<file path="src/sv/orp_pkg.sv">
// orp_pkg: shared types and constants for overlay_row_placement.
// No dependencies.
package orp_pkg;
   localparam int MAX_ROWS_DEF = 2048;
   localparam logic [11:0] DISP_H_RESET = 12'd720;
   localparam logic [1:0] CSR_DISP_H = 2'd0;
   localparam logic [1:0] CSR_MULTI = 2'd1;
   localparam logic [1:0] CMD_SCROLL = 2'd0;
   localparam logic [1:0] CMD_TOP = 2'd1;
   localparam logic [1:0] CMD_BOTTOM = 2'd2;
   localparam logic [1:0] CMD_UNUSED = 2'd3;

   // datapath commands from controller
   typedef struct packed {
      logic clr;       // clearing pass write
      logic load;      // latch request word
      logic head_acc;  // accumulate first window
      logic slide;     // add entering row, drop leaving row, compare
      logic wr;        // write end time at addr
   } ctl_type;

   typedef struct packed {
      logic too_tall;
      logic zero_h;
      logic bad_cmd;
   } sts_type;
endpackage

</file>
<file path="src/sv/orp_ctrl.sv">
// orp_ctrl: sequencer for clear, scan and write-back phases.
// Depends on orp_pkg.
module orp_ctrl #(
   parameter int MAX_ROWS = orp_pkg::MAX_ROWS_DEF,
   localparam int AW = $clog2(MAX_ROWS),
   localparam int CW = AW + 1
) (
   input  logic             clock,
   input  logic             reset,
   input  logic             start,
   input  logic [1:0]       req_cmd,
   input  logic [7:0]       req_font_size,
   input  logic [3:0]       req_extra_lines,
   input  logic [11:0]      disp_h,
   input  logic             multi,
   input  logic [AW-1:0]    best_idx,
   output logic             busy,
   output orp_pkg::ctl_type ctl,
   output logic [AW-1:0]    addr,
   output logic [AW-1:0]    win_idx,
   output logic             done,
   output orp_pkg::sts_type sts
);
   typedef enum logic [6:0] {
      ST_CLR  = 7'b0000001,
      ST_IDLE = 7'b0000010,
      ST_HEAD = 7'b0000100,
      ST_LEAD = 7'b0001000,
      ST_ENTR = 7'b0010000,
      ST_WR   = 7'b0100000,
      ST_DONE = 7'b1000000
   } state_type;

   state_type state_ff, state_in;
   logic [CW-1:0] cnt_ff, cnt_in, rows_ff, h_ff, i_ff, i_in;
   logic [CW-1:0] i_nx;
   logic [CW-1:0] rows_c;
   logic [11:0] h_full;
   logic pend_ff, pend_in;
   orp_pkg::sts_type sts_ff, sts_in;
   logic [CW-1:0] rows_in, h_in;

   assign rows_c = ({1'b0, disp_h} > 13'(MAX_ROWS)) ? CW'(MAX_ROWS) : CW'(disp_h);
   assign h_full = multi ? ({4'd0, req_font_size} *
                            {7'd0, ({1'b0, req_extra_lines} + 5'd1)})
                         : {4'd0, req_font_size};
   // window to work on next: after a slide move on by one
   assign i_nx = pend_ff ? i_ff + 1'b1 : i_ff;

   always_comb begin
      state_in = state_ff; cnt_in = cnt_ff; i_in = i_ff;
      pend_in = 1'b0; sts_in = sts_ff; rows_in = rows_ff; h_in = h_ff;
      ctl = '0; addr = cnt_ff[AW-1:0]; win_idx = i_ff[AW-1:0]; done = 1'b0;
      unique case (state_ff)
         ST_CLR: begin
            ctl.clr = 1'b1;
            cnt_in = cnt_ff + 1'b1;
            if (cnt_ff == CW'(MAX_ROWS - 1)) state_in = ST_IDLE;
         end
         ST_IDLE: begin
            if (start) begin
               ctl.load = 1'b1;
               rows_in = rows_c;
               sts_in = '0;
               cnt_in = '0; i_in = '0;
               if (req_cmd == orp_pkg::CMD_UNUSED) begin
                  sts_in.bad_cmd = 1'b1; state_in = ST_DONE;
               end else if ({1'b0, h_full} > {1'b0, 12'(rows_c)}) begin
                  sts_in.too_tall = 1'b1; h_in = rows_c;
                  if (rows_c == '0) state_in = ST_DONE;
                  else state_in = ST_WR;
               end else if (h_full == 12'd0) begin
                  sts_in.zero_h = 1'b1; state_in = ST_DONE;
               end else begin
                  h_in = CW'(h_full); state_in = ST_HEAD;
               end
            end
         end
         ST_HEAD: begin
            // read rows 0..h-1; the read is registered, so data arrives in the cycle after
            ctl.head_acc = pend_ff;
            if (cnt_ff < h_ff) begin
               pend_in = 1'b1; cnt_in = cnt_ff + 1'b1;
            end else if (!pend_ff) begin
               i_in = CW'(1); state_in = ST_LEAD;
            end
         end
         ST_LEAD: begin
            // with pend the entering row of window i is in: slide and compare
            ctl.slide = pend_ff;
            i_in = i_nx;
            if (i_nx + h_ff > rows_ff) begin
               state_in = ST_WR; cnt_in = '0;
            end else begin
               addr = AW'(i_nx - 1'b1);
               state_in = ST_ENTR;
            end
         end
         ST_ENTR: begin
            // leaving row is in now and lands in lead_ff; fetch entering row
            addr = AW'(i_ff + h_ff - 1'b1);
            pend_in = 1'b1;
            state_in = ST_LEAD;
         end
         ST_WR: begin
            ctl.wr = 1'b1;
            addr = AW'(CW'(best_idx) + cnt_ff);
            cnt_in = cnt_ff + 1'b1;
            if (cnt_ff + 1'b1 >= h_ff) state_in = ST_DONE;
         end
         ST_DONE: begin
            done = 1'b1; state_in = ST_IDLE;
         end
         default: state_in = ST_IDLE;
      endcase
   end

   always_ff @(posedge clock) begin
      if (reset) begin
         state_ff <= ST_CLR; cnt_ff <= '0; pend_ff <= 1'b0; sts_ff <= '0;
      end else begin
         state_ff <= state_in; cnt_ff <= cnt_in; pend_ff <= pend_in;
         sts_ff <= sts_in;
      end
      i_ff <= i_in; rows_ff <= rows_in; h_ff <= h_in;
   end

   assign busy = (state_ff != ST_IDLE);
   assign sts = sts_ff;

   a_done_idle: assert property (@(posedge clock) disable iff (reset)
      done |=> state_ff == ST_IDLE) else $error("done not followed by idle");
   a_clr_busy: assert property (@(posedge clock) disable iff (reset)
      ctl.clr |-> busy) else $error("clear while idle");
   a_wr_not_bad: assert property (@(posedge clock) disable iff (reset)
      ctl.wr |-> !sts_ff.bad_cmd) else $error("write on unused store");
endmodule
</file>
<file path="config.mk">
export PLATFORM = sky130hd
export DESIGN_NAME = orp_ctrl
export DESIGN_NICKNAME = d
export VERILOG_FILES = /design/src/sv/orp_pkg.sv /design/src/sv/orp_ctrl.sv
export SDC_FILE = /design/constraint.sdc
export NUM_CORES = 1
export LEC_CHECK = 0
export BUFFER_PORTS_ARGS = -buffer_cell sky130_fd_sc_hd__buf_4
export CAP_MARGIN = 30
export CORE_MARGIN = 2
export CORE_UTILIZATION = 55
export CTS_CLUSTER_DIAMETER = 80
export DETAILED_ROUTE_END_ITERATION = 6
export PLACE_DENSITY = 0.75
export SLEW_MARGIN = 20
export SYNTH_ARGS = -nofsm -noshare
export SYNTH_HDL_FRONTEND = slang
export SYNTH_SLANG_ARGS = --single-unit
</file>
<file path="constraint.sdc">
create_clock -name clock -period 8.4 [get_ports clock]
set_input_delay 0.42 -clock clock [delete_from_list [all_inputs] [get_ports clock]]
set_output_delay 0.42 -clock clock [all_outputs]
set_load 0.05 [all_outputs]
</file>
# [After elaboration in Yosys (flattened, before gate mapping)]
# Index checks and enable logic that the tools add are counted.
[op_classes] n_bitwise=1 n_reduce_logical=10 add_sub_neg=8 mux=39 magnitude_cmp=5 multipliers=1 n_eq_ne=18
[ops] op="12-bit two-way mux" count=10
[ops] op="7-bit two-way mux" count=9
[ops] op="12-bit case mux with 4 select lines" count=1
[ops] op="7-bit case mux with 6 select lines" count=1
[ops] op="12-bit case mux with 3 select lines" count=1
[ops] op="11-bit case mux with 3 select lines" count=1
[ops] op="12-bit by 1-bit adder with 12-bit output (second input constant)" count=2
[ops] op="12-bit greater-than comparator" count=2
[ops] op="12-bit logical NOT" count=2
[ops] op="11-bit adder" count=2
[ops] op="11-bit by 1-bit subtractor with 11-bit output (second input constant)" count=2
[ops] op="2-bit != test (second input constant)" count=8
[ops] op="12-bit adder" count=1
[ops] op="12-bit by 11-bit equality test with 1-bit output (second input constant)" count=1
[ops] op="12-bit >= comparator" count=1
[ops] op="12-bit greater-than comparator (second input constant)" count=1
[ops] op="12-bit < comparator" count=1
[ops] op="8-bit by 5-bit multiplier with 12-bit output" count=1
[ops] op="1-bit two-way mux" count=12
[ops] op="4-bit AND reduction" count=3
[ops] op="11-bit two-way mux" count=1
[ops] op="7-bit by 1-bit equality test with 1-bit output (second input constant)" count=1
[ops] op="7-bit by 2-bit equality test with 1-bit output (second input constant)" count=1
[ops] op="7-bit by 3-bit equality test with 1-bit output (second input constant)" count=1
[ops] op="other kinds (16)" count=16
[word_totals] ff_bits=59 wordCells=91 in_bits=41 out_inout_bits=32

# [Longest topological paths before layout]
# Gate-level depths: netlist of run 1.
[depth] ltp_word=9 depth_mapped=26 ltp_nobuf=24

# [Least setup slack after synthesis of run 1]
# Ideal clock, no wire load.
[synth_timing] path_type="input port to flip-flop" start="input req_extra_lines[0]" end="register h_ff[11] (data pin)" cell_stages=24 path_buffers=3 arrival_ps=5744 setup_ps=267 required_ps=8133 path_slack_ps=2389 cell_sequence="ha_1 > and3_1 > clkbuf_1 > and2_1 > fa_1 > fa_1 > inv_1 > fa_1 > inv_1 > ha_1 > or3_1 > and3_1 > a221o_1 > xnor2_1 > nand2_1 > inv_1 > ha_1 > nand2_1 > o211ai_1 > o41ai_1 > a21oi_1 > clkbuf_1 > clkbuf_1 > o21ai_0"
[synth_via] elab_chain_cells=5 word_cells_on_any_way=6 cone_classes="add/sub: 1; mul: 1; order compare: 1; mux: 3"
[synth_rtl] element="from (decl)" line_no="orp_ctrl.sv:13" rtl="input logic [3:0] req_extra_lines,"
[synth_rtl] element="4-bit by 1-bit adder with 5-bit output *" line_no="orp_ctrl.sv:45" rtl="{7'd0, ({1'b0, req_extra_lines} + 5'd1)})"
[synth_rtl] element="8-bit by 5-bit multiplier with 12-bit output *" line_no="orp_ctrl.sv:44" rtl="assign h_full = multi ? ({4'd0, req_font_size} *"
[synth_rtl] element="12-bit two-way mux *" line_no="orp_ctrl.sv:44"
[synth_rtl] element="12-bit greater-than comparator or 12-bit two-way mux (tied branches)" line_no="orp_ctrl.sv:68, orp_ctrl.sv:72"
[synth_rtl] element="12-bit two-way mux *" line_no="orp_ctrl.sv:68" rtl="end else if ({1'b0, h_full} > {1'b0, 12'(rows_c)}) begin"
[synth_rtl] element="to (signal assigned)" line_no="orp_ctrl.sv:125" rtl="i_ff <= i_in; rows_ff <= rows_in; h_ff <= h_in;"
[synth_rtl] element="to (decl)" line_no="orp_ctrl.sv:35" rtl="logic [CW-1:0] cnt_ff, cnt_in, rows_ff, h_ff, i_ff, i_in;"
# Mark *: on every way between the ends. The rest lies on a longest branch, timed or not. The select of a mux whose other input is x is not followed.
# A chain may end at the register's enable or synchronous reset.

# [Worst setup path in the final report of run 1]
[layout_timing] start="input req_extra_lines[0]" end="register h_ff[7], enable pin"
[layout_via] elab_chain_cells=6 word_cells_on_any_way=7 cone_classes="add/sub: 1; mul: 1; order compare: 1; eq/ne: 1; mux: 1; reduce/logical: 2"
[layout_rtl] element="4-bit by 1-bit adder with 5-bit output *" line_no="orp_ctrl.sv:45"
[layout_rtl] element="8-bit by 5-bit multiplier with 12-bit output *" line_no="orp_ctrl.sv:44"
[layout_rtl] element="12-bit two-way mux *" line_no="orp_ctrl.sv:44"
[layout_rtl] element="12-bit greater-than comparator or 12-bit logical NOT (tied branches)" line_no="orp_ctrl.sv:68, orp_ctrl.sv:72"
[layout_rtl] element="2-bit != test (no line) *"
[layout_rtl] element="4-bit AND reduction (no line) *"
# Mark *: on every way between the ends. The rest lies on a longest branch, timed or not.

==> results.py, run 1 <==
metrics = {
    "pwr": {
        "clkPwrFrac_pct": 31.9,
        "fin_total_pwr_mw": 1.18,
        "p_comb_share_pct": 39.4,
        "switchingPower_mw": 0.415,
        "leakage_nw": 3.89,
        "peakVddDrop_v": 0.0000936,
        "power_frac_seq_pct": 28.7,
        "powerDensity_mw_per_mm2": 141,
        "power.internal_mw": 0.763,
        "switching_share_pct": 35.2,
    },
    "clocking": {
        "cts_tree": "yes",
        "insertion_delay_ns": 0.34,
        "clock-sinks": 59,
        "holdBufCountCts": 0,
        "cts.clk_slew.worst_paths_ns": 0.05,
        "ctsHtreeMaxLevel": 3,
        "cts_buffer_depth": 2,
        "cts_resized": 0,
        "cts_setup_buffers": 0,
        "cts_buffers": 9,
        "clockRootBuffer": "clkbuf_16",
    },
    "setup_path": {
        "critical_path_required_ns": 8.42,
        "r2r_setup_slack_ns": 3.06,
        "cp_max_fo": 12,
        "critical_path_class": "in2reg",
        "endpoint_kind": "register",
        "crit_path_start_kind": "input port",
        "crit_start": "req_extra_lines[0]",
        "r2r-start": "i_ff[0]",
        "arrival_ns": 6.32,
        "reg2reg_to": "cnt_ff[2]",
        "critPathCapture": "h_ff[7]",
        "r2r_cells": 19,
    },
    "drt": {
        "vias_per_cell": 5.87,
        "dr_total_vias": 6570,
        "drtPass1Iterations": 5,
        "drt-total-wl_um": 18600,
        "ant_nets": 0,
        "detail_route.iter0.violations": 551,
        "wl_per_cell_um": 16.6,
        "drc": 0,
    },
    "global_routing": {
        "grt.total_usage_pct": 26.0,
        "antenna_found_initial": 0,
        "grt_pass1_vias": 6110,
        "grt_pass1_wl_um": 29800,
        "overflow": 0,
        "grt_max_degree": 23,
    },
    "sta": {
        "tightest_slew_ns": 0.709,
        "period_needed_ns": 6.30,
        "skew_ns": 0.00752,
        "report.final.slew_viol_count": 0,
        "hold_viol": 0,
        "relSlewSlack_pct": 52.3,
        "fmax_mhz": 159,
        "finalSetupViolCount": 0,
        "fin_crit_sh_pct": 75.0,
        "rsz0062_at_grt": "false",
        "tns_ns": 0,
    },
    "finish": {
        "multi_input_area_mm2": 0.00529,
        "fillerInstances": 1181,
        "final_nets": 1111,
        "antenna_cells": 0,
        "area_growth_pct": 12.1,
        "final_area_mm2": 0.00836,
        "regArea_mm2": 0.00154,
        "drive_gt1_share_pct": 12.5,
    },
    "placement": {
        "dp_hpwl_um": 14900,
        "portBuffers": 72,
        "placed_cell_area_mm2": 0.00806,
        "routabilityCongestion": 0.880,
    },
    "floorplan": {
        "die_area_mm2": 0.0145,
        "core_mm2": 0.0132,
        "io_pins": 73,
        "start_util_pct": 56.3,
        "row_count": 42,
        "fp.dieW_um": 120,
        "die_y_um": 120,
    },
    "yosys": {
        "async_flop_share_pct": 0,
        "synth_compound_area_share_pct": 16.8,
        "synthSimpleGateAreaFrac_pct": 19.9,
        "seq_area_frac_synth_pct": 20.7,
        "yosys.area.top_type": "ha_1",
        "synth_edf_count": 36,
        "synth_top_area_share_pct": 18.8,
        "synthesis.nets": 1059,
        "synth.area.mux_share_pct": 2.30,
        "synth_area_mm2": 0.00746,
        "syn-instance-count": 886,
        "ys_ff_latch": 59,
        "synthAdderAreaFrac_pct": 24.2,
        "yosysUniqueCellTypes": 75,
        "synth.avg_cell_area_um2": 8.42,
        "synth_xor_area_share_pct": 7.63,
        "synthTopCellsByArea": "ha_1, edfxtp_1, xnor2_1, dfxtp_1, inv_1",
        "synth_most_common_cell": "inv_1",
        "synthTopCellsByCount": "inv_1, ha_1, nor2_1, nand2_1, xnor2_1",
        "synth_top_family_by_area": "adder cells",
        "synth_warnings": 0,
        "ys.flop_type": "edfxtp_1",
    },
    "job": {
        "maxCapViolCount": 0,
    },
    "status": {
        "status": "completed",
    },
    "min_path": {
        "min_path_type": "in2reg",
    },
}
==> power groups by stage <==
stage                     logic (mW)  registers [mW]  clock network (mW)
final                          0.464           0.338               0.376
after global routing           0.521           0.339               0.395
after CTS                      0.462           0.337               0.381
after detailed placement       0.458           0.343                   0
after global placement         0.450           0.343                   0
after floorplan                0.353           0.339                   0
==> worst max-delay path, cell delays in order <==
cell and delay [ns]:
buf_4 0.14, ha_1 0.22, xor2_1 0.40, and2_1 0.22, fa_1 0.45, fa_1 0.54
inv_1 0.05, fa_1 0.52, inv_1 0.04, ha_1 0.34, or3_1 0.34, and3_1 0.19
a221o_1 0.32, xnor2_1 0.12, nand2_1 0.11, inv_1 0.05, ha_1 0.31, a21oi_1 0.20
o21ai_0 0.15, a211oi_1 0.33, a21oi_2 0.11, nor3_1 0.17, nand4_1 0.17, and3_1 0.39
==> area by class of cell <==
cell class / instances / area share [%]
sequential: 59 / 18.4
inverter: 118 / 5.30
clock buffer: 13 / 3.50
tap: 176 / 2.63
timing repair buffer: 75 / 6.73
multi-input combinational: 675 / 63.2
clock inverter: 3 / 0.194
==> worst min path at each step <==
stage	to	slack (ns)	cells after the start	from
after floorplan	cnt_ff[11]	0.49	2	cnt_ff[11]
after global routing	rows_ff[11]	0.32	1	disp_h[11]
after global placement	sts[0]	0.48	2	sts[0]
after detailed placement	sts[1]	0.49	2	sts[1]
final	rows_ff[11]	0.33	1	disp_h[11]
after CTS	rows_ff[11]	0.32	1	disp_h[11]
==> cell usage in the layout (no fill, tap or decap), types with 6 or more instances in the layout <==
| master | count |
|---|---|
| nand2b_1 | 11 |
| clkbuf_16 | 11 |
| o31ai_1 | 10 |
| o41ai_1 | 6 |
| xnor2_1 | 53 |
| o21a_1 | 9 |
| nor2b_1 | 16 |
| o21ai_0 | 26 |
| dfxtp_1 | 23 |
| and2_1 | 26 |
| nand4_1 | 12 |
| nor2_1 | 65 |
| inv_1 | 115 |
| o211ai_1 | 11 |
| xor2_1 | 12 |
| edfxtp_1 | 36 |
| mux2_2 | 9 |
| nor3_1 | 18 |
| ha_1 | 112 |
| a31oi_1 | 6 |
| and3_1 | 11 |
| buf_4 | 75 |
| a21oi_1 | 41 |
| nand2_1 | 60 |
| a21o_1 | 18 |
| nor4_1 | 8 |
| mux2i_1 | 7 |
| or3_1 | 9 |
| fa_1 | 20 |
| nand3_1 | 22 |
==> layer usage <==
layer  part of all wire (%)  up-vias  routed length, um  track usage (%)
li1                       -     3243                  -                -
met5                      0        -                  0                0
met4                    1.8        0                338             6.83
met1                     45     3074               8380             36.2
met2                     47      224               8680             42.0
met3                    6.4       29               1190             4.10
==> kinds of logic after synthesis <==
kind of cell / Yosys count
and+or+nand+nor: 281
AOI/OAI and AO/OA: 181
buffers and inverters: 152
adders and majority gates: 132
xor gates and xnor gates: 65
DFF: 59
muxes: 16
==> registers in the layout (all words and copies together), names as in the netlist <==
register  flops
cnt_ff       12
state_ff      7
rows_ff      12
sts           3
pend_ff       1
i_ff         12
h_ff         12
==> metrics by stage <==
stage	hold slack (ns)	worst slack (ns)	instances	utilization [%]
floorplan	0.487	2.39	886	-
global placement	0.485	2.04	1102	60.8
detailed placement	0.488	1.81	1103	60.8
CTS	0.319	2.15	1119	63.2
global route	0.323	1.67	1119	63.2
finish	0.329	2.10	1119	63.2
Power figures use the tool's default switching activity.
==> run 2, diff against run 1 <==
Settings changed: ABC_AREA set to 1, PLACE_DENSITY 0.75 to 0.78.
Clock period 8.4 ns to 5.3 ns, I/O delays scaled along.
==> run 2 against run 1 <==
Net effect:
- final cell count increased by 28%
- routed wire length is 12% higher
- via count rose by 17%
- count of clock-buffer cells in the layout fell by 3
- global-route usage increased by 1.8 points
- critical path type is now reg2out
- critical endpoint is now addr[8]
- largest cell class unchanged
- largest power group unchanged
==> results.py, run 2 <==
metrics = {
    "status": {
        "status": "completed",
    },
    "global_routing": {
        "grt_max_degree": 25,
        "antenna_found_initial": 0,
        "grt_pass1_wl_um": 32900,
        "overflow": 0,
        "grt.total_usage_pct": 27.8,
        "grt_pass1_vias": 7013,
    },
    "drt": {
        "wl_per_cell_um": 14.5,
        "dr_total_vias": 7682,
        "vias_per_cell": 5.35,
        "detail_route.iter0.violations": 614,
        "drc": 0,
        "drt-total-wl_um": 20900,
        "drtPass1Iterations": 5,
        "ant_nets": 0,
    },
    "sta": {
        "tightest_slew_ns": 0.696,
        "finalSetupViolCount": 0,
        "skew_ns": 0.00848,
        "fin_crit_sh_pct": 96.1,
        "hold_viol": 0,
        "period_needed_ns": 5.09,
        "relSlewSlack_pct": 53.3,
        "report.final.slew_viol_count": 0,
        "fmax_mhz": 196,
        "tns_ns": 0,
    },
    "clocking": {
        "cts_buffers": 9,
        "clockRootBuffer": "clkbuf_16",
        "cts_buffer_depth": 2,
        "cts_tree": "yes",
        "holdBufCountCts": 0,
        "insertion_delay_ns": 0.35,
        "cts.clk_slew.worst_paths_ns": 0.06,
        "clock-sinks": 59,
        "ctsHtreeMaxLevel": 3,
    },
    "yosys": {
        "seq_area_frac_synth_pct": 19.7,
        "synthesis.nets": 1326,
        "yosys.area.top_type": "ha_1",
        "synth_area_mm2": 0.00783,
        "synthTopCellsByCount": "inv_1, nand2_1, ha_1, nor2_1, a21oi_1",
        "synth_top_area_share_pct": 17.9,
        "synth_edf_count": 36,
        "ys.flop_type": "edfxtp_1",
        "synth.avg_cell_area_um2": 6.79,
        "yosysUniqueCellTypes": 45,
        "synth_most_common_cell": "inv_1",
        "ys_ff_latch": 59,
        "synthTopCellsByArea": "ha_1, edfxtp_1, inv_1, nand2_1, dfxtp_1",
        "async_flop_share_pct": 0,
        "syn-instance-count": 1153,
        "synth_warnings": 0,
    },
    "finish": {
        "antenna_cells": 0,
        "drive_gt1_share_pct": 15.4,
        "layout_common_cells": "inv_1, nand2_1, ha_1",
        "final_common_cell": "inv_1",
        "area_growth_pct": 18.4,
        "final_nets": 1424,
    },
    "min_path": {
        "min_path_type": "in2reg",
        "min_from": "disp_h[11]",
    },
    "floorplan": {
        "row_count": 43,
        "die_area_mm2": 0.0152,
        "fp.dieW_um": 123,
        "io_pins": 73,
        "core_mm2": 0.0139,
        "die_y_um": 123,
        "start_util_pct": 56.4,
    },
    "setup_path": {
        "crit_path_start_kind": "register",
        "crit_top_cell": "nand2_1",
        "crit_slowest_cell": "edfxtp_1",
        "cp_max_fo": 6,
        "crit_start": "i_ff[0]",
        "cpPeakStageDelay_ns": 0.40,
        "arrival_ns": 4.83,
        "r2r-start": "i_ff[0]",
        "critical_path_class": "reg2out",
        "endpoint_kind": "output port",
        "critical_path_required_ns": 5.04,
    },
    "pwr": {
        "fin_total_pwr_mw": 3.62,
        "leakage_nw": 4.98,
        "peakVddDrop_v": 0.000284,
        "powerDensity_mw_per_mm2": 391,
    },
    "job": {
        "maxCapViolCount": 0,
    },
    "placement": {
        "portBuffers": 72,
        "dp_hpwl_um": 16800,
        "routabilityCongestion": 0.941,
    },
}
run 2: timing repair:
item	CTS	global route
pin swaps	0	12
cloned	0	1
setup buffers	0	11
gates resized for setup	2	37
endpoints found under the setup margin	3	51
run 2: report_power, final:
part	total (mW)	leakage, nW	switching (mW)	internal (mW)
clock	0.634	0.149	0.222	0.412
sequential	0.737	0.521	0.140	0.597
combinational	2.25	4.31	1.43	0.823
run 2: final timing paths:
kind / slack, ns / endpoint / cells after the start
worst max-delay path: 0.21 / addr[8] / 30
worst min-delay path: 0.13 / rows_ff[11] / 1
worst max register to register: 0.52 / cnt_ff[7] / 28
worst min register to register: 0.49 / sts[2] / 2
run 2: stage by stage:
step	instances	hold WS (ns)	setup slack (ns)	util [%]	cell area [um2]
after floorplan	1153	0.432	0.00586	-	7830
final	1436	0.133	0.207	66.8	9270
after CTS	1424	0.128	0.0355	64.8	8990
after detailed placement	1408	0.468	-0.164	62.5	8670
after global placement	1408	0.477	0.0205	62.5	8670
after global routing	1436	0.133	-0.0445	66.8	9270
run 2: per-layer routing:
| metal | vias up | routed length [um] | part of all wire [%] | track usage [%] |
|---|---|---|---|---|
| li1 | 3901 | - | - | - |
| met1 | 3490 | 9270 | 44 | 37.2 |
| met2 | 235 | 9470 | 45 | 43.9 |
| met3 | 56 | 1430 | 6.9 | 6.04 |
| met4 | 0 | 683 | 3.3 | 10.7 |
| met5 | - | 0 | 0 | 0 |
run 2: cell type report:
type / count / area [um2]
clock buffers: 10 / 229
multi-input cells: 818 / 5390
well taps: 180 / 225
flip-flops and latches: 59 / 1540
repair buffers: 109 / 835
inverters: 254 / 956
fillers: 1173 / 4610
clock inverters: 6 / 88.8
run 2: cells by family (layout without fill, tap and decap cells):
| logic type | count (synthesis) | in the layout | share of synthesized area (%) |
|---|---|---|---|
| buf+inv | 277 | 379 | 13.9 |
| compound gates | 163 | 164 | 11.5 |
| simple gates | 488 | 488 | 27.8 |
| flops | 59 | 59 | 19.7 |
| xor+xnor | 34 | 34 | 4.09 |
| fa+ha+maj | 132 | 132 | 23.0 |
run 2: worst max-delay path: cells and delay by family (launching register included):
| family | cells | cell delay [ns] |
|---|---|---|
| AOI/OAI and AO/OA | 2 | 0.17 |
| xor gates and xnor gates | 1 | 0.22 |
| adders and majority gates | 3 | 0.73 |
| buffers and inverters | 5 | 0.48 |
| DFF | 1 | 0.40 |
| and+or+nand+nor | 19 | 2.47 |
==> run 3, diff against run 2 <==
Settings changed: BUFFER_PORTS_ARGS -buffer_cell sky130_fd_sc_hd__buf_4 to -buffer_cell sky130_fd_sc_hd__buf_2, CTS_BUF_LIST set to sky130_fd_sc_hd__clkbuf_16, PLACE_DENSITY 0.78 to 0.75.
Clock period 5.3 ns to 4.9 ns, I/O delays scaled along.
==> run 3 against run 2 <==
Net effect:
- flip-flop and latch count did not move
- sequential power increased by 8.3%
- count of clock-buffer cells in the layout fell by 1
- worst setup slack got worse by 0.12 ns
- critical path depth shrank 4
- via count up 3.1%
- register-to-register slack got worse by 0.11 ns
==> results.py, run 3 (synthesized netlist as in run 2, its figures left out) <==
metrics = {
    "global_routing": {
        "grt_max_degree": 25,
        "grt_pass1_vias": 7111,
        "antenna_found_initial": 0,
        "grt.total_usage_pct": 28.6,
        "grt_pass1_wl_um": 34000,
        "overflow": 0,
    },
    "pwr": {
        "powerDensity_mw_per_mm2": 418,
        "peakVddDrop_v": 0.000356,
        "leakage_nw": 5.18,
    },
    "sta": {
        "skew_ns": 0.0114,
        "fmax_mhz": 208,
        "report.final.slew_viol_count": 0,
        "hold_viol": 0,
        "period_needed_ns": 4.81,
        "relSlewSlack_pct": 54.8,
        "finalSetupViolCount": 0,
        "hold_ws_ns": 0.144,
        "fin_crit_sh_pct": 98.2,
        "rsz0062_at_grt": "true",
        "tightest_slew_ns": 0.673,
    },
    "drt": {
        "detail_route.iter0.violations": 583,
        "dr_total_vias": 7921,
        "wl_per_cell_um": 15.0,
        "drtPass1Iterations": 5,
        "ant_nets": 0,
        "drc": 0,
        "drt-total-wl_um": 21900,
        "vias_per_cell": 5.41,
    },
    "placement": {
        "portBuffers": 72,
        "dp_hpwl_um": 17200,
        "routabilityCongestion": 0.960,
        "placed_cell_area_mm2": 0.00876,
    },
    "setup_path": {
        "critical_path_class": "reg2out",
        "r2r_setup_slack_ns": 0.41,
        "cp_max_fo": 6,
        "endpoint_kind": "output port",
        "critical_path_required_ns": 4.66,
        "crit_path_start_kind": "register",
        "arrival_ns": 4.57,
        "cp_top_family": "simple AND/OR/NAND/NOR gates",
        "crit_slowest_cell": "edfxtp_1",
        "cpPeakStageDelay_ns": 0.44,
        "crit_buf_inv": 5,
    },
    "clocking": {
        "clock-sinks": 59,
        "holdBufCountCts": 0,
        "clockRootBuffer": "clkbuf_16",
        "cts.clk_slew.worst_paths_ns": 0.06,
        "cts_buffers": 9,
        "cts_buffer_depth": 2,
        "insertion_delay_ns": 0.34,
        "cts_tree": "yes",
        "ctsHtreeMaxLevel": 3,
    },
    "finish": {
        "final_nets": 1453,
        "fillerInstances": 1124,
        "drive_gt1_share_pct": 24.0,
        "antenna_cells": 0,
        "final_area_mm2": 0.00993,
        "final_common_cell": "inv_1",
        "layout_common_cells": "inv_1, nand2_1, nor2_1",
        "multi_input_area_mm2": 0.00588,
        "regArea_mm2": 0.00154,
        "area_growth_pct": 26.9,
    },
    "floorplan": {
        "start_util_pct": 56.4,
        "die_y_um": 123,
        "core_mm2": 0.0139,
        "io_pins": 73,
        "die_area_mm2": 0.0152,
        "fp.dieW_um": 123,
        "row_count": 43,
    },
    "status": {
        "status": "completed",
    },
    "min_path": {
        "min_path_type": "in2reg",
    },
    "job": {
        "maxCapViolCount": 0,
    },
}
run 3: changes by cell type in the layout (fill, tap and decap cells not counted), moves of 15 or more:
cell / change
nand2_2: +16
buf_4: -49
ha_1: -15
ha_4: +15
buf_6: +17
buf_2: +58
nand2_1: -20
run 3: final timing paths:
kind / start / cells past startpoint / to
max reg2reg: i_ff[2] / 25 / cnt_ff[5]
max: i_ff[2] / 26 / addr[0]
min: disp_h[11] / 1 / rows_ff[11]
min reg2reg: sts[2] / 2 / sts[2]
run 3: stage by stage:
step | instances | utilization, % | power (mW) | TNS [ns] | worst slack (ns)
final | 1465 | 71.5 | 4.16 | 0 | 0.0874
after global routing | 1465 | 71.5 | 4.51 | -1.99 | -0.169
after CTS | 1447 | 66.3 | 3.84 | 0 | 0.000819
after detailed placement | 1426 | 63.1 | 3.14 | -3.97 | -0.217
after global placement | 1426 | 63.1 | 3.10 | -1.20 | -0.0894
after floorplan | 1153 | - | 2.54 | -0.187 | -0.0156
run 3: worst register-to-register path, cell delays in order, from the launching register on:
cell      delay (ns)
edfxtp_1        0.44
inv_1           0.15
nor3_4          0.25
nand3_2         0.15
nor3_4          0.19
nand3_2         0.15
xor2_4          0.19
ha_4            0.27
a21oi_1         0.15
o211ai_1        0.11
a31oi_1         0.22
nand3b_1        0.15
nand2_2         0.09
ha_4            0.29
nand2_2         0.06
inv_2           0.05
nand3_2         0.08
nor2_1          0.11
nand2_1         0.07
nand3_2         0.12
nand2_2         0.10
nand2_2         0.10
buf_4           0.17
nand3_2         0.35
o21ai_0         0.31
a21oi_1         0.07
run 3: what timing repair did:
action / 4_1_cts / 5_1_grt
pin swaps: 7 / 70
setup endpoints to repair: 11 / 50
buffers inserted: 5 / 17
cloned: 0 / 1
gates resized for setup: 26 / 130
run 3: power breakdown:
group          switching (mW)  internal (mW)  leakage, nW
Combinational            1.67           1.05         4.52
Sequential              0.153          0.645        0.521
Clock                   0.247          0.391        0.139
Total                    2.07           2.09         5.18
run 3: area by class of cell:
type	instances	share of cell area [%]
multi-input cells	817	59.2
flip-flops and latches	59	15.5
repair buffers	139	10.4
inverters	254	9.63
clock buffers	9	2.27
well taps	180	2.27
clock inverters	7	0.706
run 3: layer usage:
metal,track usage [%],vias to the layer above,wire length [um]
li1,-,3964,-
met4,9.02,0,592
met3,4.29,48,1370
met1,39.0,3646,9590
met5,0,-,0
met2,46.6,263,10400
